**src/hdl/bss_pkg.sv**
```systemverilog
package bss_pkg;

    // Register indexes on the configuration port
    localparam logic [1:0] CfgLower   = 2'd0;
    localparam logic [1:0] CfgUpper   = 2'd1;
    localparam logic [1:0] CfgFalloff = 2'd2;

    localparam logic signed [31:0] LowerReset   = -32'sd65536;
    localparam logic signed [31:0] UpperReset   = 32'sd65536;
    localparam logic [30:0]        FalloffReset = 31'd0;

    // 1.0 in Q0.32
    localparam logic [32:0] SOne = 33'h1_0000_0000;

    typedef struct packed {
        logic signed [31:0] lower;
        logic signed [31:0] upper;
        logic [30:0]        falloff;
    } cfg_t;

    // Divider operands and the blend endpoints riding along
    typedef struct packed {
        logic [31:0]        num;
        logic [31:0]        den;
        logic [31:0]        quo;
        logic signed [31:0] from_v;
        logic signed [31:0] to_v;
    } dv_t;

    // S-curve weight and difference magnitude for the final blend
    typedef struct packed {
        logic [32:0]        s;
        logic [32:0]        mag;
        logic               neg;
        logic signed [31:0] from_v;
    } bl_t;

endpackage

```
**src/hdl/bss_curve.sv**
```systemverilog
module bss_curve (
    input  logic         clk,
    input  logic         rst_n,
    input  logic         in_valid,
    output logic         in_ready,
    input  bss_pkg::dv_t in_data,
    output logic         out_valid,
    input  logic         out_ready,
    output bss_pkg::bl_t out_data
);
    import bss_pkg::*;

    logic [1:0] vld_reg;
    logic [2:0] rdy;

    logic [63:0]        sq_full, cb_full;
    logic [31:0]        al1_reg, sq1_reg;
    logic signed [31:0] from1_reg, to1_reg;
    logic [31:0]        sq2_reg, cb2_reg;
    logic signed [31:0] from2_reg, to2_reg;

    logic [33:0]        s_raw;
    logic signed [32:0] d;

    assign rdy[2]    = out_ready;
    assign rdy[1]    = !vld_reg[1] || rdy[2];
    assign rdy[0]    = !vld_reg[0] || rdy[1];
    assign in_ready  = rdy[0];
    assign out_valid = vld_reg[1];

    assign sq_full = in_data.quo * in_data.quo;
    assign cb_full = sq1_reg * al1_reg;

    always_ff @(posedge clk or negedge rst_n)
    begin
        if (!rst_n)
        begin
            vld_reg <= 2'b00;
        end
        else
        begin
            if (rdy[0])
                vld_reg[0] <= in_valid;
            if (rdy[1])
                vld_reg[1] <= vld_reg[0];
        end
    end

    always_ff @(posedge clk)
    begin
        if (rdy[0] && in_valid)
        begin
            al1_reg   <= in_data.quo;
            sq1_reg   <= sq_full[63:32];
            from1_reg <= in_data.from_v;
            to1_reg   <= in_data.to_v;
        end
        if (rdy[1] && vld_reg[0])
        begin
            sq2_reg   <= sq1_reg;
            cb2_reg   <= cb_full[63:32];
            from2_reg <= from1_reg;
            to2_reg   <= to1_reg;
        end
    end

    // s = 3a^2 - 2a^3, never above 1.0
    always_comb
    begin
        s_raw = ({2'b00, sq2_reg} + {1'b0, sq2_reg, 1'b0}) - {1'b0, cb2_reg, 1'b0};
        d     = {to2_reg[31], to2_reg} - {from2_reg[31], from2_reg};

        out_data.s      = (s_raw > {1'b0, SOne}) ? SOne : s_raw[32:0];
        out_data.neg    = d[32];
        out_data.mag    = d[32] ? 33'(-d) : 33'(d);
        out_data.from_v = from2_reg;
    end

endmodule

```
**config.mk**
```make
export PLATFORM = sky130hd
export DESIGN_NAME = bss_curve
export DESIGN_NICKNAME = d
export VERILOG_FILES = /design/src/hdl/bss_pkg.sv /design/src/hdl/bss_curve.sv
export SDC_FILE = /design/constraint.sdc
export NUM_CORES = 2
export LEC_CHECK = 0
export ABC_AREA = 1
export BUFFER_PORTS_ARGS = -buffer_cell sky130_fd_sc_hd__buf_2
export CAP_MARGIN = 10
export CELL_PAD_IN_SITES_DETAIL_PLACEMENT = 2
export CELL_PAD_IN_SITES_GLOBAL_PLACEMENT = 2
export CORE_ASPECT_RATIO = 1.25
export CORE_MARGIN = 1
export CORE_UTILIZATION = 43
export CTS_CLUSTER_DIAMETER = 120
export DETAILED_ROUTE_END_ITERATION = 10
export PLACE_DENSITY_LB_ADDON = 0.1
export SETUP_SLACK_MARGIN = 0.2
export SYNTH_ARGS = -nofsm -noshare
export SYNTH_HDL_FRONTEND = slang
export SYNTH_SLANG_ARGS = --single-unit
```
**constraint.sdc**
```tcl
create_clock -name clk -period 12.8 [get_ports clk]
set_input_delay 1.92 -clock clk [delete_from_list [all_inputs] [get_ports clk]]
set_output_delay 1.92 -clock clk [all_outputs]
set_load 0.005 [all_outputs]
```
* After elaboration in Yosys (flattened, before gate mapping) *
Index checks and enable logic that the tools add are counted.

storage, ports and cells
  bits in registers = 258
  input port bits = 164
  output and inout port bits = 101
  logic and storage cells = 25

operators by class
  add/sub/neg operators = 4
  $mul = 2
  $lt $le $gt $ge = 1
  muxes and demuxes = 2
  reductions and logical operators = 6

operator list
  kind                                                                    number
  32-bit by 32-bit multiplier with 64-bit output                          2
  33-bit 2-to-1 mux                                                       2
  32-bit by 33-bit adder with 34-bit output                               1
  34-bit by 33-bit > comparator with 1-bit output, second input constant  1
  34-bit by 33-bit subtractor with 34-bit output                          1
  33-bit negation                                                         1
  32-bit by 32-bit subtractor with 33-bit output                          1
  1-bit logical AND                                                       2
  1-bit zero test                                                         2
  1-bit logical OR                                                        2

* Longest topological paths before layout *
  depth in word-level cells = 4
  gate-level depth with buffers = 32
  mapped depth without buffers = 31

* Worst setup path before layout *
No wires, ideal clock.

  path kind = input to register
  start point = input out_ready
  end point = register cb2_reg[0] (enable)
  library setup time = 657 ps
  arrival time = 8119 ps
  required time = 12143 ps
  path slack = 4023 ps
  stages = 2
  buffers on the path = 0
  cells stage by stage = inv_1 -> a21oi_1

between the ends
  word-level cells in the longest chain between the ends = 2

ends and longest elaborated chain
  element               line             RTL
  from (decl)           bss_curve.sv:8   input logic out_ready,
  1-bit logical OR      bss_curve.sv:26  assign rdy[1] = !vld_reg[1] || rdy[2];
  1-bit logical AND     bss_curve.sv:58  if (rdy[1] && vld_reg[0])
  to (signal assigned)  bss_curve.sv:61  cb2_reg <= cb_full[63:32];
  to (decl)             bss_curve.sv:19  logic [31:0] sq2_reg, cb2_reg;

Every way passes these cells.
A chain may end at the register's enable or synchronous reset.

* Worst setup path in the final report *
  start point = input in_data[77] in the netlist's numbering
  end point = register sq1_reg[30], data pin

between the ends
  word-level cells in the longest chain between the ends = 1

ends and longest elaborated chain
  element                                         line             RTL
  from (decl)                                     bss_curve.sv:6   input bss_pkg::dv_t in_data,
  32-bit by 32-bit multiplier with 64-bit output  bss_curve.sv:31  assign sq_full = in_data.quo * in_data.quo;
  via sq_full[62]                                 bss_curve.sv:16  logic [63:0] sq_full, cb_full;
  to (signal assigned)                            bss_curve.sv:54  sq1_reg <= sq_full[63:32];
  to (decl)                                       bss_curve.sv:17  logic [31:0] al1_reg, sq1_reg;

The timed path passes the listed nets, and every way through them passes these cells.

==> impl_metrics.json <==
{
  "slowest_stage": "fa_1",
  "relSlewSlack_pct": 23.46,
  "clkTransAtPathRegs_ns": 0.06,
  "async_flop_share_pct": 0.7752,
  "gp_congestion": 0.8917,
  "pre_cts_ws_ns": 2.938,
  "end_kind": "flop",
  "drt_iter0_markers": 2442,
  "fin_crit_ns": 9.199,
  "htreeDepth": 2,
  "syn_inst": 9795,
  "start_kind": "primary input",
  "synth_top_area_share_pct": 43.45,
  "ys_ff_latch": 258,
  "grt_usage_pct": 32.03,
  "slew_viol_final": 0,
  "hold_viol": 0,
  "fin_cells": 12244,
  "cp_max_fo": 20,
  "numCtsBuffers": 34,
  "die_y_um": 481.9,
  "cp_common_cell": "fa_1",
  "viasPerCell": 5.199,
  "crit_type": "in -> reg",
  "coreArea_um2": 182400,
  "finClkSkew_ns": 0.03650,
  "max_freq_ghz": 0.1087,
  "cts_root_buf": "clkbuf_16",
  "layout-drive-gt1-share_pct": 4.030,
  "grt_pass1_wl_um": 451500,
  "antenna_found_initial": 12,
  "crit_buf_inv": 6,
  "tightest_slew_ns": 1.148,
  "maxCapViolations": 0,
  "fillCellCount": 20900,
  "holdCritPathClass": "reg -> reg",
  "cts_tree": "yes",
  "synth_edf_count": 256,
  "rsz0062_at_grt": "false",
  "routed-via-count": 63655,
  "yosys_warnings": 0,
  "dp_cells": 12178,
  "synth_area_leaders": "fa_1, inv_1, nand2_1",
  "synth_area_um2": 79210,
  "ys_types": 47,
  "worstPathArrival_ns": 9.58,
  "post-cts-setup-buffers": 0,
  "dp_hpwl_um": 236800,
  "drc_errors": 0,
  "synthMostInstantiatedCell": "inv_1",
  "syn_avg_cell_area_um2": 8.087,
  "fp.dieArea_um2": 185900,
  "fin_nets": 12332,
  "synth_nets": 12302,
  "cts_hold_buf": 0,
  "setup_viol_count_final": 0,
  "initial_core_util_pct": 43.43,
  "cts_resized": 0,
  "antenna_left": 0,
  "final_util_pct": 46.03,
  "crit_family": "adder cells",
  "routedWlPerCell_um": 23.58,
  "grt_pass1_vias": 78830,
  "period_share_pct": 71.87,
  "drtPass1Iterations": 5,
  "routed_wl_um": 288700,
  "rows": 175,
  "setup_slack_ns": 3.601,
  "status": "completed",
  "required_ns": 13.18,
  "grt-ovfl-total": 0,
  "cts_max_path_buffers": 3,
  "worstSkewPairLatency_ns": 0.64,
  "area_growth_pct": 5.996,
  "grt_start_max_net_pins": 71,
  "die_w_um": 385.9,
  "synth_top_area_cell": "fa_1",
  "seq_area_frac_synth_pct": 9.768,
  "ios": 265,
  "port_buffers": 200,
  "slowest_delay_ns": 0.57,
  "synth_common_cells": "inv_1, nand2_1, fa_1",
  "synth_ff_type": "edfxtp_1",
  "cts_sinks": 258,
  "fin_tns_setup_ns": 0
}
stage by stage:
| step | area, um^2 | hold slack (ns) |
|---|---|---|
| floorplan | 79210 | 0.4003 |
| global placement | 82770 | 0.4016 |
| detailed placement | 82770 | 0.4051 |
| CTS | 83950 | 0.4152 |
| global route | 83950 | 0.4232 |
| finish | 83960 | 0.4134 |
final cells by class:
| cell class | instances | area [um^2] | share of cell area [%] |
|---|---|---|---|
| antenna | 5 | 12.51 | 0.01490 |
| clock buffer | 37 | 862.1 | 1.027 |
| clock inverter | 24 | 315.3 | 0.3755 |
| inverter | 3225 | 12110 | 14.42 |
| multi-input combinational | 6011 | 58220 | 69.34 |
| sequential | 258 | 7737 | 9.216 |
| tap | 2389 | 2989 | 3.560 |
| timing repair buffer | 295 | 1714 | 2.042 |
placed cells by master (no fill, tap or decap), drive strengths merged, types with 24 or more instances in the layout:
cell type	synthesis	routed
o21ai	120	120
edfxtp	256	256
nor2	378	378
o21bai	33	33
xnor2	43	43
nor3	24	24
inv	3225	3232
nand2	2358	2358
xor2	87	87
nand4	36	36
buf	21	295
clkbuf	280	37
a21o	28	28
nand3	186	186
ha	624	624
a31oi	37	37
fa	1719	1719
a21oi	237	237
path summary, 6_finish.rpt:
| path | from | end | slack (ns) | cells past startpoint |
|---|---|---|---|---|
| min in group asynchronous | rst_n | vld_reg[1] | 1.08 | 1 |
| hold / removal | to1_reg[6] | to2_reg[6] | 0.41 | 0 |
| setup / recovery | in_data[77] | sq1_reg[30] | 3.60 | 26 |
| max in group asynchronous | rst_n | vld_reg[0] | 11.60 | 1 |
| hold reg to reg | to1_reg[6] | to2_reg[6] | 0.41 | 0 |
| setup reg to reg | al1_reg[11] | cb2_reg[16] | 4.48 | 24 |
per-layer routing:
layer / global-route usage (%) / up-vias / share of wire (%)
met5: 0 / - / 0.0076
met4: 13.07 / 4 / 4.6
met3: 2.800 / 747 / 3.1
met2: 63.29 / 1391 / 56
met1: 34.23 / 33678 / 36
li1: - / 27835 / -
kinds of logic (layout without fill, tap and decap cells):
group                    Yosys count  count (layout)  share of synthesized area [%]
AO/OA/AOI/OAI                    504             504                          3.624
XOR/XNOR                         130             130                          1.437
adder cells (fa/ha/maj)         2343            2343                          53.30
buffers and inverters           3526            3581                          16.75
flip-flops                       258             258                          9.768
other                              0               5                              0
AND/OR/NAND/NOR                 3034            3034                          15.12
Power is left out: the tool's default activity adds up to more than one toggle a clock period on the data nets, which glitch-free logic cannot reach.
