$ cat src/hdl/bss_pkg.sv
package bss_pkg;

    // Register indexes on the configuration port
    localparam logic [1:0] CfgLower   = 2'd0;
    localparam logic [1:0] CfgUpper   = 2'd1;
    localparam logic [1:0] CfgFalloff = 2'd2;

    localparam logic signed [31:0] LowerReset   = -32'sd65536;
    localparam logic signed [31:0] UpperReset   = 32'sd65536;
    localparam logic [30:0]        FalloffReset = 31'd0;

    // 1.0 in Q0.32
    localparam logic [32:0] SOne = 33'h1_0000_0000;

    typedef struct packed {
        logic signed [31:0] lower;
        logic signed [31:0] upper;
        logic [30:0]        falloff;
    } cfg_t;

    // Divider operands and the blend endpoints riding along
    typedef struct packed {
        logic [31:0]        num;
        logic [31:0]        den;
        logic [31:0]        quo;
        logic signed [31:0] from_v;
        logic signed [31:0] to_v;
    } dv_t;

    // S-curve weight and difference magnitude for the final blend
    typedef struct packed {
        logic [32:0]        s;
        logic [32:0]        mag;
        logic               neg;
        logic signed [31:0] from_v;
    } bl_t;

endpackage

$ cat src/hdl/bss_blend.sv
module bss_blend (
    input  logic               clk,
    input  logic               rst_n,
    input  logic               in_valid,
    output logic               in_ready,
    input  bss_pkg::bl_t       in_data,
    output logic               out_valid,
    input  logic               out_ready,
    output logic signed [31:0] result_value
);
    import bss_pkg::*;

    logic [1:0] vld_reg;
    logic [2:0] rdy;

    logic [49:0]        p_hi_next, p_hi_reg;
    logic [48:0]        p_lo_full;
    logic [32:0]        p_lo_reg;
    logic               neg_reg;
    logic signed [31:0] from_reg;

    logic [50:0]        m;
    logic [34:0]        r;
    logic signed [36:0] sum;
    logic signed [31:0] res_next, res_reg;

    assign rdy[2]       = out_ready;
    assign rdy[1]       = !vld_reg[1] || rdy[2];
    assign rdy[0]       = !vld_reg[0] || rdy[1];
    assign in_ready     = rdy[0];
    assign out_valid    = vld_reg[1];
    assign result_value = res_reg;

    assign p_hi_next = in_data.mag * in_data.s[32:16];
    assign p_lo_full = in_data.mag * in_data.s[15:0];

    always_comb
    begin
        m = {1'b0, p_hi_reg} + {18'd0, p_lo_reg};
        r = 35'((m + 51'h8000) >> 16);
        if (neg_reg)
            sum = {{5{from_reg[31]}}, from_reg} - $signed({2'b00, r});
        else
            sum = {{5{from_reg[31]}}, from_reg} + $signed({2'b00, r});
        if (sum > 37'sd2147483647)
            res_next = 32'sh7FFF_FFFF;
        else if (sum < -37'sd2147483648)
            res_next = 32'sh8000_0000;
        else
            res_next = sum[31:0];
    end

    always_ff @(posedge clk or negedge rst_n)
    begin
        if (!rst_n)
        begin
            vld_reg <= 2'b00;
        end
        else
        begin
            if (rdy[0])
                vld_reg[0] <= in_valid;
            if (rdy[1])
                vld_reg[1] <= vld_reg[0];
        end
    end

    always_ff @(posedge clk)
    begin
        if (rdy[0] && in_valid)
        begin
            p_hi_reg <= p_hi_next;
            p_lo_reg <= p_lo_full[48:16];
            neg_reg  <= in_data.neg;
            from_reg <= in_data.from_v;
        end
        if (rdy[1] && vld_reg[0])
            res_reg <= res_next;
    end

endmodule

$ cat config.mk
export PLATFORM = sky130hd
export DESIGN_NAME = bss_blend
export DESIGN_NICKNAME = d
export VERILOG_FILES = /design/src/hdl/bss_pkg.sv /design/src/hdl/bss_blend.sv
export SDC_FILE = /design/constraint.sdc
export NUM_CORES = 2
export LEC_CHECK = 0
export BUFFER_PORTS_ARGS = -buffer_cell sky130_fd_sc_hd__buf_2
export CORE_MARGIN = 8
export CORE_UTILIZATION = 56
export DETAILED_ROUTE_END_ITERATION = 6
export GPL_ROUTABILITY_DRIVEN = 0
export PLACE_DENSITY = 0.78
export SYNTH_ARGS = -nofsm -noshare
export SYNTH_HDL_FRONTEND = slang
export SYNTH_SLANG_ARGS = --single-unit
$ cat constraint.sdc
create_clock -name clk -period 9.1 [get_ports clk]
set_clock_uncertainty 0.1 [all_clocks]
set_input_delay 1.82 -clock clk [delete_from_list [all_inputs] [get_ports clk]]
set_output_delay 1.82 -clock clk [all_outputs]
set_load 0.05 [all_outputs]
# Yosys cells after proc, flatten, opt, wreduce, memory -nomap -nowiden

Index checks and enable logic that the tools add are counted.
W data, S select, Z words.

Latch bits: 0
Memory bits (writable): 0
Bits in read-only memories: 0
Memories kept: 0
Register bits: 150
Input port bits: 103
Output and inout port bits: 34
Word-level logic and storage cells: 23

Shifts and indexed selects: 0
Divide/modulo/power cells: 0
Multiply operators: 2
Bitwise gates (word level): 0
Add/sub/neg operators: 4
Equality and inequality tests: 0
Magnitude comparators: 2
Reduce and logical (&&, ||, !) cells: 6
Multiplexer cells: 2

Operator list:

| kind                     | number |
|---|---|
| $add A50 B33 Y51         | 1 |
| $add A51 B16 Y51 const B | 1 |
| $mul A33 B17 Y50         | 1 |
| $mul A33 B16 Y49         | 1 |
| $add A32 B36 Y37         | 1 |
| $gt A37 B32 Y1 const B   | 1 |
| $lt A37 B32 Y1 const B   | 1 |
| $mux W37                 | 1 |
| $sub A32 B36 Y37         | 1 |
| $mux W32                 | 1 |
| $logic_and A1 B1 Y1      | 2 |
| $logic_not A1 Y1         | 2 |
| $logic_or A1 B1 Y1       | 2 |

# Longest topological paths before layout

Depth in word-level cells: 6
Depth in mapped cells: 33

# Worst setup path after synthesis

Ideal clock, no wire load.

Path type: input port to flip-flop
From: input port in_data[44] (netlist bit)
To: register p_hi_reg[46], data pin
Path buffers: 1
Path slack: 0.480 ns
Data required time: 8.736 ns
Stages: 22
Data arrival time: 8.257 ns
Path through: clkbuf_1 -> nand2_1 -> fa_1 -> inv_1 -> fa_1 -> fa_1 -> fa_1 -> inv_1 -> fa_1 -> inv_1 -> fa_1 -> ha_1 -> a2111oi_0 -> a21oi_1 -> a2111oi_0 -> o221ai_1 -> a41oi_1 -> a21oi_1 -> o211ai_1 -> nand3_1 -> a221oi_1 -> xnor2_1

Cells in the longest elaborated chain, start to end: 1

Ends and longest elaborated chain:

| element              | RTL line        | RTL |
|---|---|---|
| from (decl)          | bss_blend.sv:6  | `input bss_pkg::bl_t in_data,` |
| $mul A33 B17 Y50     | bss_blend.sv:34 | `assign p_hi_next = in_data.mag * in_data.s[32:16];` |
| via p_hi_next[46]    | bss_blend.sv:16 | `logic [49:0] p_hi_next, p_hi_reg;` |
| to (signal assigned) | bss_blend.sv:72 | `p_hi_reg <= p_hi_next;` |
| to (decl)            | bss_blend.sv:16 |  |

The timed path passes the listed nets, and every way through them passes these cells.
A chain may end at the register's enable or synchronous reset.

# Worst setup path after layout

From: input port in_data[44] (netlist bit)
To: register p_hi_reg[42], data pin

Same word-level chain as after synthesis.

==> results.py <==
metrics = {
    "run_status": {
        "status": "complete, but fails checks",
        "failed_checks": "design-rule violations",
    },
    "hold_path": {
        "hold_class": "reg -> reg",
    },
    "cts": {
        "cts_buffers": 17,
        "insertion_delay_ns": 0.45,
        "cts_buffer_depth": 2,
        "root_buffer": "clkbuf_16",
        "cts_sinks": 150,
        "cts-htree-levels": 4,
        "cts_tree": "done",
        "cts_hold_buf": 0,
        "clkTransAtPathRegs_ns": 0.07,
    },
    "sta": {
        "finalSetupViolations": 0,
        "grt_setup_unrepaired": "no",
        "fin_crit_sh": 0.976,
        "slew_headroom": 0.305,
        "timing.fmax_mhz": 113,
        "hold_ws_ns": 0.408,
        "fin_crit_ns": 8.88,
        "hold_viol": 0,
        "worst_slew_pin_slew_ns": 1.03,
        "drv_slew": 0,
    },
    "setup_path": {
        "rrSetupSlack_ns": 0.49,
        "cp.required_ns": 9.18,
        "path_class": "in -> reg",
        "rr_startpoint": "p_lo_reg[16]",
        "r2r_cells": 26,
        "critPathMaxFanout": 8,
        "startpoint": "in_data[44]",
        "r2r-end": "result_value[3]",
        "setup.worst_path.end": "p_hi_reg[42]",
        "start_kind": "input port",
        "arrival_ns": 8.95,
        "endpoint_kind": "flip-flop",
    },
    "placement": {
        "io_buffers": 136,
        "dpl.hpwl_mm": 88.4,
    },
    "yosys": {
        "ys_warn_count": 0,
        "netlist_instances": 4672,
        "synth-edff-count": 148,
        "synth_xor_area_frac": 0.0303,
        "syn_nets": 6014,
        "synth_area_um2": 42800,
        "ys.flop_type": "edfxtp_1",
        "synthArstFlopShare": 0.0133,
        "synth-compound-area-share": 0.0752,
        "synth_top_family_by_area": "adder cells",
        "yosysSeqAreaShare": 0.105,
        "syn_avg_cell_area_um2": 9.15,
        "synthAdderAreaFrac": 0.520,
        "ys_types": 87,
        "yosys_register_bits": 150,
        "synthMuxAreaShare": 0.00237,
        "synthSimpleGateAreaFrac": 0.166,
    },
    "floorplanning": {
        "die_w_um": 292,
        "pin_count": 137,
        "rows": 101,
        "start_util": 0.564,
        "core-area_um2": 75800,
        "fp.dieH_um": 292,
        "dieArea_um2": 85500,
    },
    "grt": {
        "use_met1": 0.325,
        "grt_pass1_vias": 33900,
        "grt.busiest_layer": "met2",
        "grtUsageMet3": 0.0763,
        "grt_use_met2": 0.409,
        "grt_first_pass_wirelength_mm": 174,
        "grt_max_degree": 66,
        "grt-ovfl-total": 0,
        "antenna_found_initial": 4,
        "track_usage": 0.251,
    },
    "detailed_routing": {
        "viasPerCell": 5.66,
        "first_pass_iters": 7,
        "first_iter_violations": 2435,
        "vias": 32200,
        "ant_nets": 0,
        "drc": 1,
        "drt-total-wl_mm": 107,
        "wl_per_cell_um": 18.7,
    },
    "flow_run": {
        "drv_cap": 0,
    },
    "layout": {
        "largest_register_ffs": 50,
        "final_layout_size_suffix_gt1_frac": 0.0661,
        "synthToLayoutAreaGrowth_pct": 5.51,
        "nets": 6034,
    },
}
==> cells in the final DEF (no fill, tap or decap), types with 91 or more instances in the layout <==
| cell type | n |
|---|---|
| a21oi_1 | 142 |
| edfxtp_1 | 148 |
| inv_1 | 909 |
| ha_1 | 343 |
| buf_2 | 136 |
| nor2_1 | 91 |
| xnor2_1 | 93 |
| fa_1 | 896 |
| and2_1 | 329 |
| nand2_1 | 859 |
==> cell usage after synthesis (all sizes together) (23+ instances only) <==
cell | instances | area share
xor2 | 54 | 0.011
o21ai | 84 | 0.0098
nor3 | 32 | 0.0039
nand2 | 859 | 0.075
nand2b | 31 | 0.0045
a211oi | 23 | 0.0051
nand3 | 37 | 0.0043
a21oi | 152 | 0.019
and3 | 26 | 0.0039
and2 | 330 | 0.048
o21a | 29 | 0.0051
nor2 | 93 | 0.0084
clkbuf | 215 | 0.019
edfxtp | 148 | 0.10
inv | 909 | 0.080
fa | 896 | 0.42
ha | 343 | 0.10
xnor2 | 94 | 0.019
a21o | 59 | 0.010
==> layout make-up <==
cell class	count	area (um2)
diodes	2	5.00
clock buffers	18	429
clock inverters	13	145
fillers	6298	30700
inverters	909	3410
multi-input cells	3385	34000
flip-flops and latches	150	4490
well taps	978	1220
repair buffers	229	1430
==> routing by layer <==
metal / part of all wire / up-vias / routed length (um)
met3: 0.12 / 214 / 12500
met5: 0.00029 / - / 31
met1: 0.39 / 16000 / 41800
met4: 0.028 / 4 / 2990
met2: 0.46 / 1549 / 49300
li1: - / 14400 / -
==> worst min-delay path by stage <==
stage / to / depth (start not counted) / startpoint / slack, ns
floorplan: vld_reg[1] / 1 / vld_reg[0] / 0.35
global placement: vld_reg[1] / 1 / vld_reg[0] / 0.37
detailed placement: vld_reg[1] / 1 / vld_reg[0] / 0.39
CTS: vld_reg[1] / 1 / vld_reg[0] / 0.41
global route: vld_reg[1] / 1 / vld_reg[0] / 0.41
finish: vld_reg[1] / 1 / vld_reg[0] / 0.41
==> timing repair <==
action | CTS | global route
setup buffers | 0 | 0
endpoints found under the setup margin | 0 | 4
resized for setup | 0 | 2
==> metrics by stage <==
step                utilization  setup WS [ns]  cell area [um2]  TNS [ns]  cells
floorplan                     -          0.480            42800         0   4672
global placement          0.587        -0.0120            44500   -0.0120   5651
detailed placement        0.587         -0.150            44500    -0.535   5651
CTS                       0.595          0.315            45100         0   5682
global route              0.595         0.0177            45100         0   5682
finish                    0.595          0.221            45100         0   5684
==> worst max-delay path: stages <==
cell and delay (ns):
buf_2 0.28, nand2_1 0.13, fa_1 0.56, inv_1 0.06, fa_1 0.56, fa_1 0.46
fa_1 0.56, inv_1 0.05, fa_1 0.48, inv_1 0.05, fa_1 0.43, ha_1 0.35
a2111oi_0 0.46, a21oi_1 0.19, a2111oi_1 0.57, buf_4 0.24, o221ai_1 0.15, a41oi_1 0.34
a21oi_1 0.19, o211ai_1 0.35, a21boi_0 0.28, nor4_1 0.30, a211oi_1 0.08
==> cell families (layout without fill, tap and decap cells) <==
family,Yosys count,after routing
compound gates,479,479
fa+ha+maj,1239,1239
flops,150,150
xor+xnor,148,148
mux,10,10
buf+inv,1137,1169
other cells,0,2
simple gates,1509,1509
Power is left out: the tool's default activity adds up to more than one toggle a clock period on the data nets, which glitch-free logic cannot reach.
