`config.mk`:
```
export PLATFORM = sky130hd
export DESIGN_NAME = bss_front
export DESIGN_NICKNAME = d
export VERILOG_FILES = /design/src/hdl/bss_pkg.sv /design/src/hdl/bss_front.sv
export SDC_FILE = /design/constraint.sdc
export NUM_CORES = 1
export LEC_CHECK = 0
export BUFFER_PORTS_ARGS = -buffer_cell sky130_fd_sc_hd__buf_4
export CORE_AREA = 2 2 211 213
export DETAILED_ROUTE_END_ITERATION = 8
export DIE_AREA = 0 0 213 215
export PLACE_DENSITY = 0.8
export SLEW_MARGIN = 20
export SYNTH_ARGS = -nofsm -noshare
export SYNTH_HDL_FRONTEND = slang
export SYNTH_SLANG_ARGS = --single-unit
```
`constraint.sdc`:
```
create_clock -name clk -period 6.7 [get_ports clk]
set_clock_uncertainty 0.2 [all_clocks]
set_input_delay 1.34 -clock clk [delete_from_list [all_inputs] [get_ports clk]]
set_output_delay 1.34 -clock clk [all_outputs]
set_load 0.03 [all_outputs]
```
`src/hdl/bss_pkg.sv`:
```
package bss_pkg;

    // Register indexes on the configuration port
    localparam logic [1:0] CfgLower   = 2'd0;
    localparam logic [1:0] CfgUpper   = 2'd1;
    localparam logic [1:0] CfgFalloff = 2'd2;

    localparam logic signed [31:0] LowerReset   = -32'sd65536;
    localparam logic signed [31:0] UpperReset   = 32'sd65536;
    localparam logic [30:0]        FalloffReset = 31'd0;

    // 1.0 in Q0.32
    localparam logic [32:0] SOne = 33'h1_0000_0000;

    typedef struct packed {
        logic signed [31:0] lower;
        logic signed [31:0] upper;
        logic [30:0]        falloff;
    } cfg_t;

    // Divider operands and the blend endpoints riding along
    typedef struct packed {
        logic [31:0]        num;
        logic [31:0]        den;
        logic [31:0]        quo;
        logic signed [31:0] from_v;
        logic signed [31:0] to_v;
    } dv_t;

    // S-curve weight and difference magnitude for the final blend
    typedef struct packed {
        logic [32:0]        s;
        logic [32:0]        mag;
        logic               neg;
        logic signed [31:0] from_v;
    } bl_t;

endpackage

```
`src/hdl/bss_front.sv`:
```
module bss_front (
    input  logic               clk,
    input  logic               rst_n,
    input  bss_pkg::cfg_t      cfg,
    input  logic               in_valid,
    output logic               in_ready,
    input  logic signed [31:0] control_value,
    input  logic signed [31:0] source_a,
    input  logic signed [31:0] source_b,
    output logic               out_valid,
    input  logic               out_ready,
    output bss_pkg::dv_t       out_data
);
    import bss_pkg::*;

    logic [2:0] vld_reg;
    logic [3:0] rdy;

    // stage 1: raw request
    logic signed [31:0] c1_reg, a1_reg, b1_reg;
    // stage 2: offsets from the bounds, clamped falloff
    logic signed [32:0] cl_reg, cu_reg;
    logic signed [32:0] cl_next, cu_next;
    logic [30:0]        f2_reg, f_next;
    logic signed [31:0] a2_reg, b2_reg;
    logic signed [32:0] diff;
    logic [30:0]        half;
    // stage 3: offsets shifted by the falloff
    logic signed [33:0] t1_reg, t2_reg, t1_next, t2_next;
    logic [30:0]        f3_reg;
    logic               band_reg, band_next;
    logic signed [31:0] a3_reg, b3_reg;

    logic [31:0] den2;
    logic        t1_lt, t2_lt;

    assign rdy[3] = out_ready;
    assign rdy[2] = !vld_reg[2] || rdy[3];
    assign rdy[1] = !vld_reg[1] || rdy[2];
    assign rdy[0] = !vld_reg[0] || rdy[1];
    assign in_ready  = rdy[0];
    assign out_valid = vld_reg[2];

    always_comb
    begin
        diff = {cfg.upper[31], cfg.upper} - {cfg.lower[31], cfg.lower};
        if (!diff[32] && (diff != 33'sd0))
            half = diff[31:1];
        else
            half = 31'd0;
        f_next  = (cfg.falloff < half) ? cfg.falloff : half;
        cl_next = {c1_reg[31], c1_reg} - {cfg.lower[31], cfg.lower};
        cu_next = {c1_reg[31], c1_reg} - {cfg.upper[31], cfg.upper};
    end

    always_comb
    begin
        t1_next   = {cl_reg[32], cl_reg} + $signed({3'b000, f2_reg});
        t2_next   = {cu_reg[32], cu_reg} + $signed({3'b000, f2_reg});
        band_next = !cl_reg[32] && (cu_reg[32] || (cu_reg == 33'sd0));
    end

    always_ff @(posedge clk or negedge rst_n)
    begin
        if (!rst_n)
        begin
            vld_reg <= 3'b000;
        end
        else
        begin
            if (rdy[0])
                vld_reg[0] <= in_valid;
            if (rdy[1])
                vld_reg[1] <= vld_reg[0];
            if (rdy[2])
                vld_reg[2] <= vld_reg[1];
        end
    end

    always_ff @(posedge clk)
    begin
        if (rdy[0] && in_valid)
        begin
            c1_reg <= control_value;
            a1_reg <= source_a;
            b1_reg <= source_b;
        end
        if (rdy[1] && vld_reg[0])
        begin
            cl_reg <= cl_next;
            cu_reg <= cu_next;
            f2_reg <= f_next;
            a2_reg <= a1_reg;
            b2_reg <= b1_reg;
        end
        if (rdy[2] && vld_reg[1])
        begin
            t1_reg   <= t1_next;
            t2_reg   <= t2_next;
            f3_reg   <= f2_reg;
            band_reg <= band_next;
            a3_reg   <= a2_reg;
            b3_reg   <= b2_reg;
        end
    end

    // Region select. Plain passes go through the divider as 0/1 with equal
    // endpoints, so they come out of the blend unchanged.
    always_comb
    begin
        den2  = {f3_reg, 1'b0};
        t1_lt = t1_reg < $signed({2'b00, den2});
        t2_lt = t2_reg < $signed({2'b00, den2});

        out_data.num    = 32'd0;
        out_data.den    = 32'd1;
        out_data.quo    = 32'd0;
        out_data.from_v = a3_reg;
        out_data.to_v   = a3_reg;

        if (f3_reg == 31'd0)
        begin
            if (band_reg)
            begin
                out_data.from_v = b3_reg;
                out_data.to_v   = b3_reg;
            end
        end
        else if (t1_reg[33])
        begin
            // below the rising edge: source A
        end
        else if (t1_lt)
        begin
            out_data.num    = t1_reg[31:0];
            out_data.den    = den2;
            out_data.from_v = a3_reg;
            out_data.to_v   = b3_reg;
        end
        else if (t2_reg[33])
        begin
            out_data.from_v = b3_reg;
            out_data.to_v   = b3_reg;
        end
        else if (t2_lt)
        begin
            out_data.num    = t2_reg[31:0];
            out_data.den    = den2;
            out_data.from_v = b3_reg;
            out_data.to_v   = a3_reg;
        end
    end

endmodule

```
**Word-level counts from Yosys, hierarchy flattened**

Index checks and enable logic that the tools add are counted.

- Register bits after elaboration: 424
- Bits of input ports: 195
- Logic and storage cells: 55

- Add/sub/neg operators: 5
- Order comparisons: 3
- Mux-type cells: 13
- Reductions and logical operators: 17

Operators by type and width:

| cell | number |
|---|---|
| $mux 64 | 11 |
| $sub 32x32->33 | 3 |
| $add 33x32->34 | 2 |
| $lt 34x33->1 | 2 |
| $mux 31 | 2 |
| $logic_not 33->1 | 1 |
| $reduce_bool 33->1 | 1 |
| $logic_not 31->1 | 1 |
| $lt 31x31->1 | 1 |
| $logic_and 1x1->1 | 5 |
| $logic_not 1->1 | 5 |
| $logic_or 1x1->1 | 4 |

**Depth between registers and ports, before layout**

- Depth after elaboration: 6
- Depth in mapped cells: 24

**Worst setup path before layout**

No wires, ideal clock.

- Path type: input to register
- Start: input cfg[31] (netlist name)
- End: register f2_reg[11], data pin
- Setup time: 0.256 ns
- Arrival time: 5.941 ns
- Path slack: 0.303 ns
- Stages on the path: 24
- Path buffers: 3
- Cells stage by stage: inv_1 ha_1 fa_1 nor2b_1 o311a_1 a21oi_2 a311oi_2 a211oi_2 nor3b_2 o41a_1 clkbuf_1 buf_2 nand2_1 ha_1 a21o_1 a21o_1 a2111oi_0 nor4_1 o22a_1 nand4bb_1 o21bai_1 nor2_1 buf_2 a22o_1

- Longest elaborated chain between the ends: 6
- Elaborated cells on any way between the ends: 7
- Classes of those cells: add/sub: 1; order compare: 1; mux: 2; reduce/logical: 3

RTL lines:

| element | line | text |
|---|---|---|
| from (decl) | bss_front.sv:4 | `input bss_pkg::cfg_t cfg,` |
| $sub 32x32->33 (*) | bss_front.sv:46 | `diff = {cfg.upper[31], cfg.upper} - {cfg.lower[31], cfg.lower};` |
| $reduce_bool 33->1 or $logic_not 1->1 (tied branches) | bss_front.sv:47 | `if (!diff[32] && (diff != 33'sd0))` |
| $logic_and 1x1->1 | bss_front.sv:47 |  |
| $mux 31 (*) | bss_front.sv:47 |  |
| $lt 31x31->1 | bss_front.sv:51 | `f_next = (cfg.falloff < half) ? cfg.falloff : half;` |
| $mux 31 (*) | bss_front.sv:51 |  |
| via f_next[11] | bss_front.sv:24 | `logic [30:0] f2_reg, f_next;` |
| to (signal assigned) | bss_front.sv:92 | `f2_reg <= f_next;` |
| to (decl) | bss_front.sv:24 |  |

The timed path passes the listed nets; every way through them passes the cells marked *.
A chain may end at the register's enable or synchronous reset.

==> flow_summary.toml <==
[status]
status = "complete, no violations"

[placed_design]
placed_cell_area_um2 = 28040
io_buffers = 324
hpwl_um = 51350
place.gp.congestion = 0.9444

[synthesis]
synth_edf_count = 421
synthArstFlopShare = 0.007075
synthesis.instances = 2170
synth_largest_area_cell = "edfxtp_1"
synth-seq-cells = 424
syn_avg_cell_area_um2 = 11.49
yosys_warnings = 0
seq_area_frac_synth = 0.5103
syn-cell-area_um2 = 24920
synth_top_cell_area_share = 0.5073
synthTopCellsByArea = "edfxtp_1 51%, ha_1 13%, a21oi_1 3.4%"
synth_flop_cell = "edfxtp_1"
yosysUniqueCellTypes = 87

[timing]
hold_ws_ps = 213.2
tightest_slew_ps = 1005
finalMaxSlewViolations = 0
min_period_ps = 6428
hold_viol = 0
setup_violations = 0
rsz0062_at_grt = "no"
fin_crit_sh = 0.9594
maxSlewHeadroom = 0.3125
finalSetupTns_ps = 0
max_freq_mhz = 155.6

[job]
cap_viol_max_count = 0

[drt]
firstDrtPassIters = 5
wirelength_um = 64710
drt_iter0_markers = 1488
avgRoutedWirePerCell_um = 20.56
route.detailed.drc = 0
vias = 18270
ant_nets = 0
viasPerCell = 5.804

[pwr]
switchingPower_w = 0.003572
power.share.sequential = 0.381
p_int_w = 0.006433
comb_power_share = 0.370
leakage_nw = 12.41
p_per_area_nw_per_um2 = 338.8
pwr-share-clk = 0.249
switching_share = 0.3570
peakVddDrop_mv = 0.3300

[final_layout]
final_cell_area_um2 = 29530
final_util = 0.6766
drive_above_1_share = 0.1796
antenna_cells = 0
nNetsFinal = 2970
synthToLayoutAreaGrowth_pct = 18.48

[setup_path]
critPathMaxFanout = 32
cp_cell_sequence = "inv_1, ha_1, a21o_1, a21o_1, a21o_1, a21o_1, a21oi_1, o211ai_1, a41oi_1, o21ai_0, a21oi_1, ha_1, a21o_1, o21ai_4, buf_4, mux2_1, buf_4"
regToRegStartpoint = "f2_reg[0]$_DFFE_PP_"
cp-start-kind = "flop"
timing.rr.end = "t1_reg[32]$_DFFE_PP_"
r2r_slack_ps = 2850
crit_required_ps = 5160
worstSetupEndpointType = "output port"
r2r_cells = 12
crit_arrival_ps = 4890
crit_type = "reg2out"
path_buf_inv = 3
cp_top_family = "compound AO/OA/AOI/OAI gates"
cp.depth = 17
cp-endpoint = "out_data[61]"
slowest_stage = "buf_4"
cpMostUsedCell = "a21o_1"
crit_path_start = "f3_reg[10]$_DFFE_PP_"
slowest_delay_ps = 480

[clock_network]
cts_tree = "built"
clock_latency_ps = 590
cts_setup_buffers = 0
ctsResizeCount = 0
clkTransAtPathRegs_ps = 60
cts_max_level = 2
root_buffer = "clkbuf_16"
clkSinkCount = 424
cts_buffer_depth = 3
ctsHoldBuffers = 0
numCtsBuffers = 44

[global_route]
grtUsageTotal = 0.2817
grt_pass1_vias = 18060
grt_max_degree = 98
antenna_found_initial = 0
grt_overflow = 0
grt_pass1_wl_um = 98750

[hold_path]
hold_path.class = "reg2reg"

[floorplanning]
start_util = 0.5711
chipWidth_um = 213
dieArea_um2 = 45800
die_h_um = 215
core-area_um2 = 43640
io_pins = 357
fp-row-count = 77
[cells by family (layout without fill, tap and decap cells)]
kind of cell	Yosys count	in the layout	share of synthesized area
AOI/OAI and AO/OA	541	541	0.1428
xor gates and xnor gates	130	130	0.04569
adders and majority gates	254	254	0.1290
buffers and inverters	226	580	0.03956
DFF	424	424	0.5103
muxes	72	72	0.03213
other	1	32	0.0001505
and+or+nand+nor	522	522	0.1004
[synth_stat cells (all sizes together), types with 20 or more instances]
master,number
edfxtp,421
ha,249
a21oi,170
inv,157
nor2,144
nand2,141
o21ai,101
xnor2,96
a21o,65
mux2,64
buf,49
nand3,48
nor3,34
xor2,34
o21a,29
nor2b,27
nor4,23
a22o,22
nand2b,22
clkbuf,20
[stage by stage]
step	setup WS [ps]	total power, W	cells
after floorplan	302.7	0.006306	2201
after global placement	87.57	0.007388	3067
after detailed placement	19.97	0.007495	3067
after CTS	162.5	0.01002	3147
after global routing	55.21	0.01052	3147
final	271.9	0.01000	3147
[cell type report]
class                      instances  area (um^2)
sequential                       424        12720
inverter                         157        589.3
fill                            3207        14110
clock buffer                      50         1124
timing repair buffer             343         2613
clock inverter                    30        365.4
multi-input combinational       1551        11380
tap                              592        740.7
[power groups by stage]
stage / registers, W / clock network (W) / logic, W
2_1_floorplan: 0.00376 / 0 / 0.00255
3_3_place_gp: 0.00384 / 0 / 0.00355
5_1_grt: 0.00385 / 0.00263 / 0.00404
3_5_place_dp: 0.00386 / 0 / 0.00364
6_report: 0.00381 / 0.00249 / 0.00370
4_1_cts: 0.00381 / 0.00254 / 0.00367
[how the worst min path moves through the flow]
| stage | slack, ps | endpoint | cells past startpoint | start |
|---|---|---|---|---|
| 3_3_place_gp | 200 | a3_reg[20]$_DFFE_PP_ | 0 | a2_reg[20]$_DFFE_PP_ |
| 6_report | 210 | a2_reg[31]$_DFFE_PP_ | 0 | a1_reg[31]$_DFFE_PP_ |
| 2_1_floorplan | 200 | a2_reg[0]$_DFFE_PP_ | 0 | a1_reg[0]$_DFFE_PP_ |
| 3_5_place_dp | 200 | a2_reg[15]$_DFFE_PP_ | 0 | a1_reg[15]$_DFFE_PP_ |
| 5_1_grt | 220 | a2_reg[5]$_DFFE_PP_ | 0 | a1_reg[5]$_DFFE_PP_ |
| 4_1_cts | 210 | a2_reg[31]$_DFFE_PP_ | 0 | a1_reg[31]$_DFFE_PP_ |
[worst reg2reg max path, cell delays in order (launching register included)]
cell and delay [ps]:
edfxtp_1 440, ha_1 250, inv_1 80, fa_1 210
nor2b_1 70, o31ai_1 390, a31oi_1 180, o31ai_1 470
a211o_1 230, a31oi_1 230, a41oi_1 430, nor4b_1 110
a311o_1 330
[routing by layer]
metal | vias up | share of wire | GRT usage
met1 | 8689 | 0.44 | 0.3905
met4 | 0 | 0.033 | 0.09324
li1 | 8765 | - | -
met3 | 120 | 0.069 | 0.04282
met2 | 692 | 0.46 | 0.4545
met5 | - | 0 | 0
[placed cells by master (no fill, tap or decap), drive strengths merged, types with 18 or more instances in the layout]
cell      n
a21o     65
a21oi   170
a22o     22
buf     343
clkbuf   50
conb     32
edfxtp  421
ha      249
inv     162
mux2     64
nand2   141
nand2b   22
nand3    48
nand4    18
nor2    144
nor2b    27
nor3     34
nor4     23
o21a     29
o21ai   101
xnor2    96
xor2     34
Power figures use the tool's default switching activity.
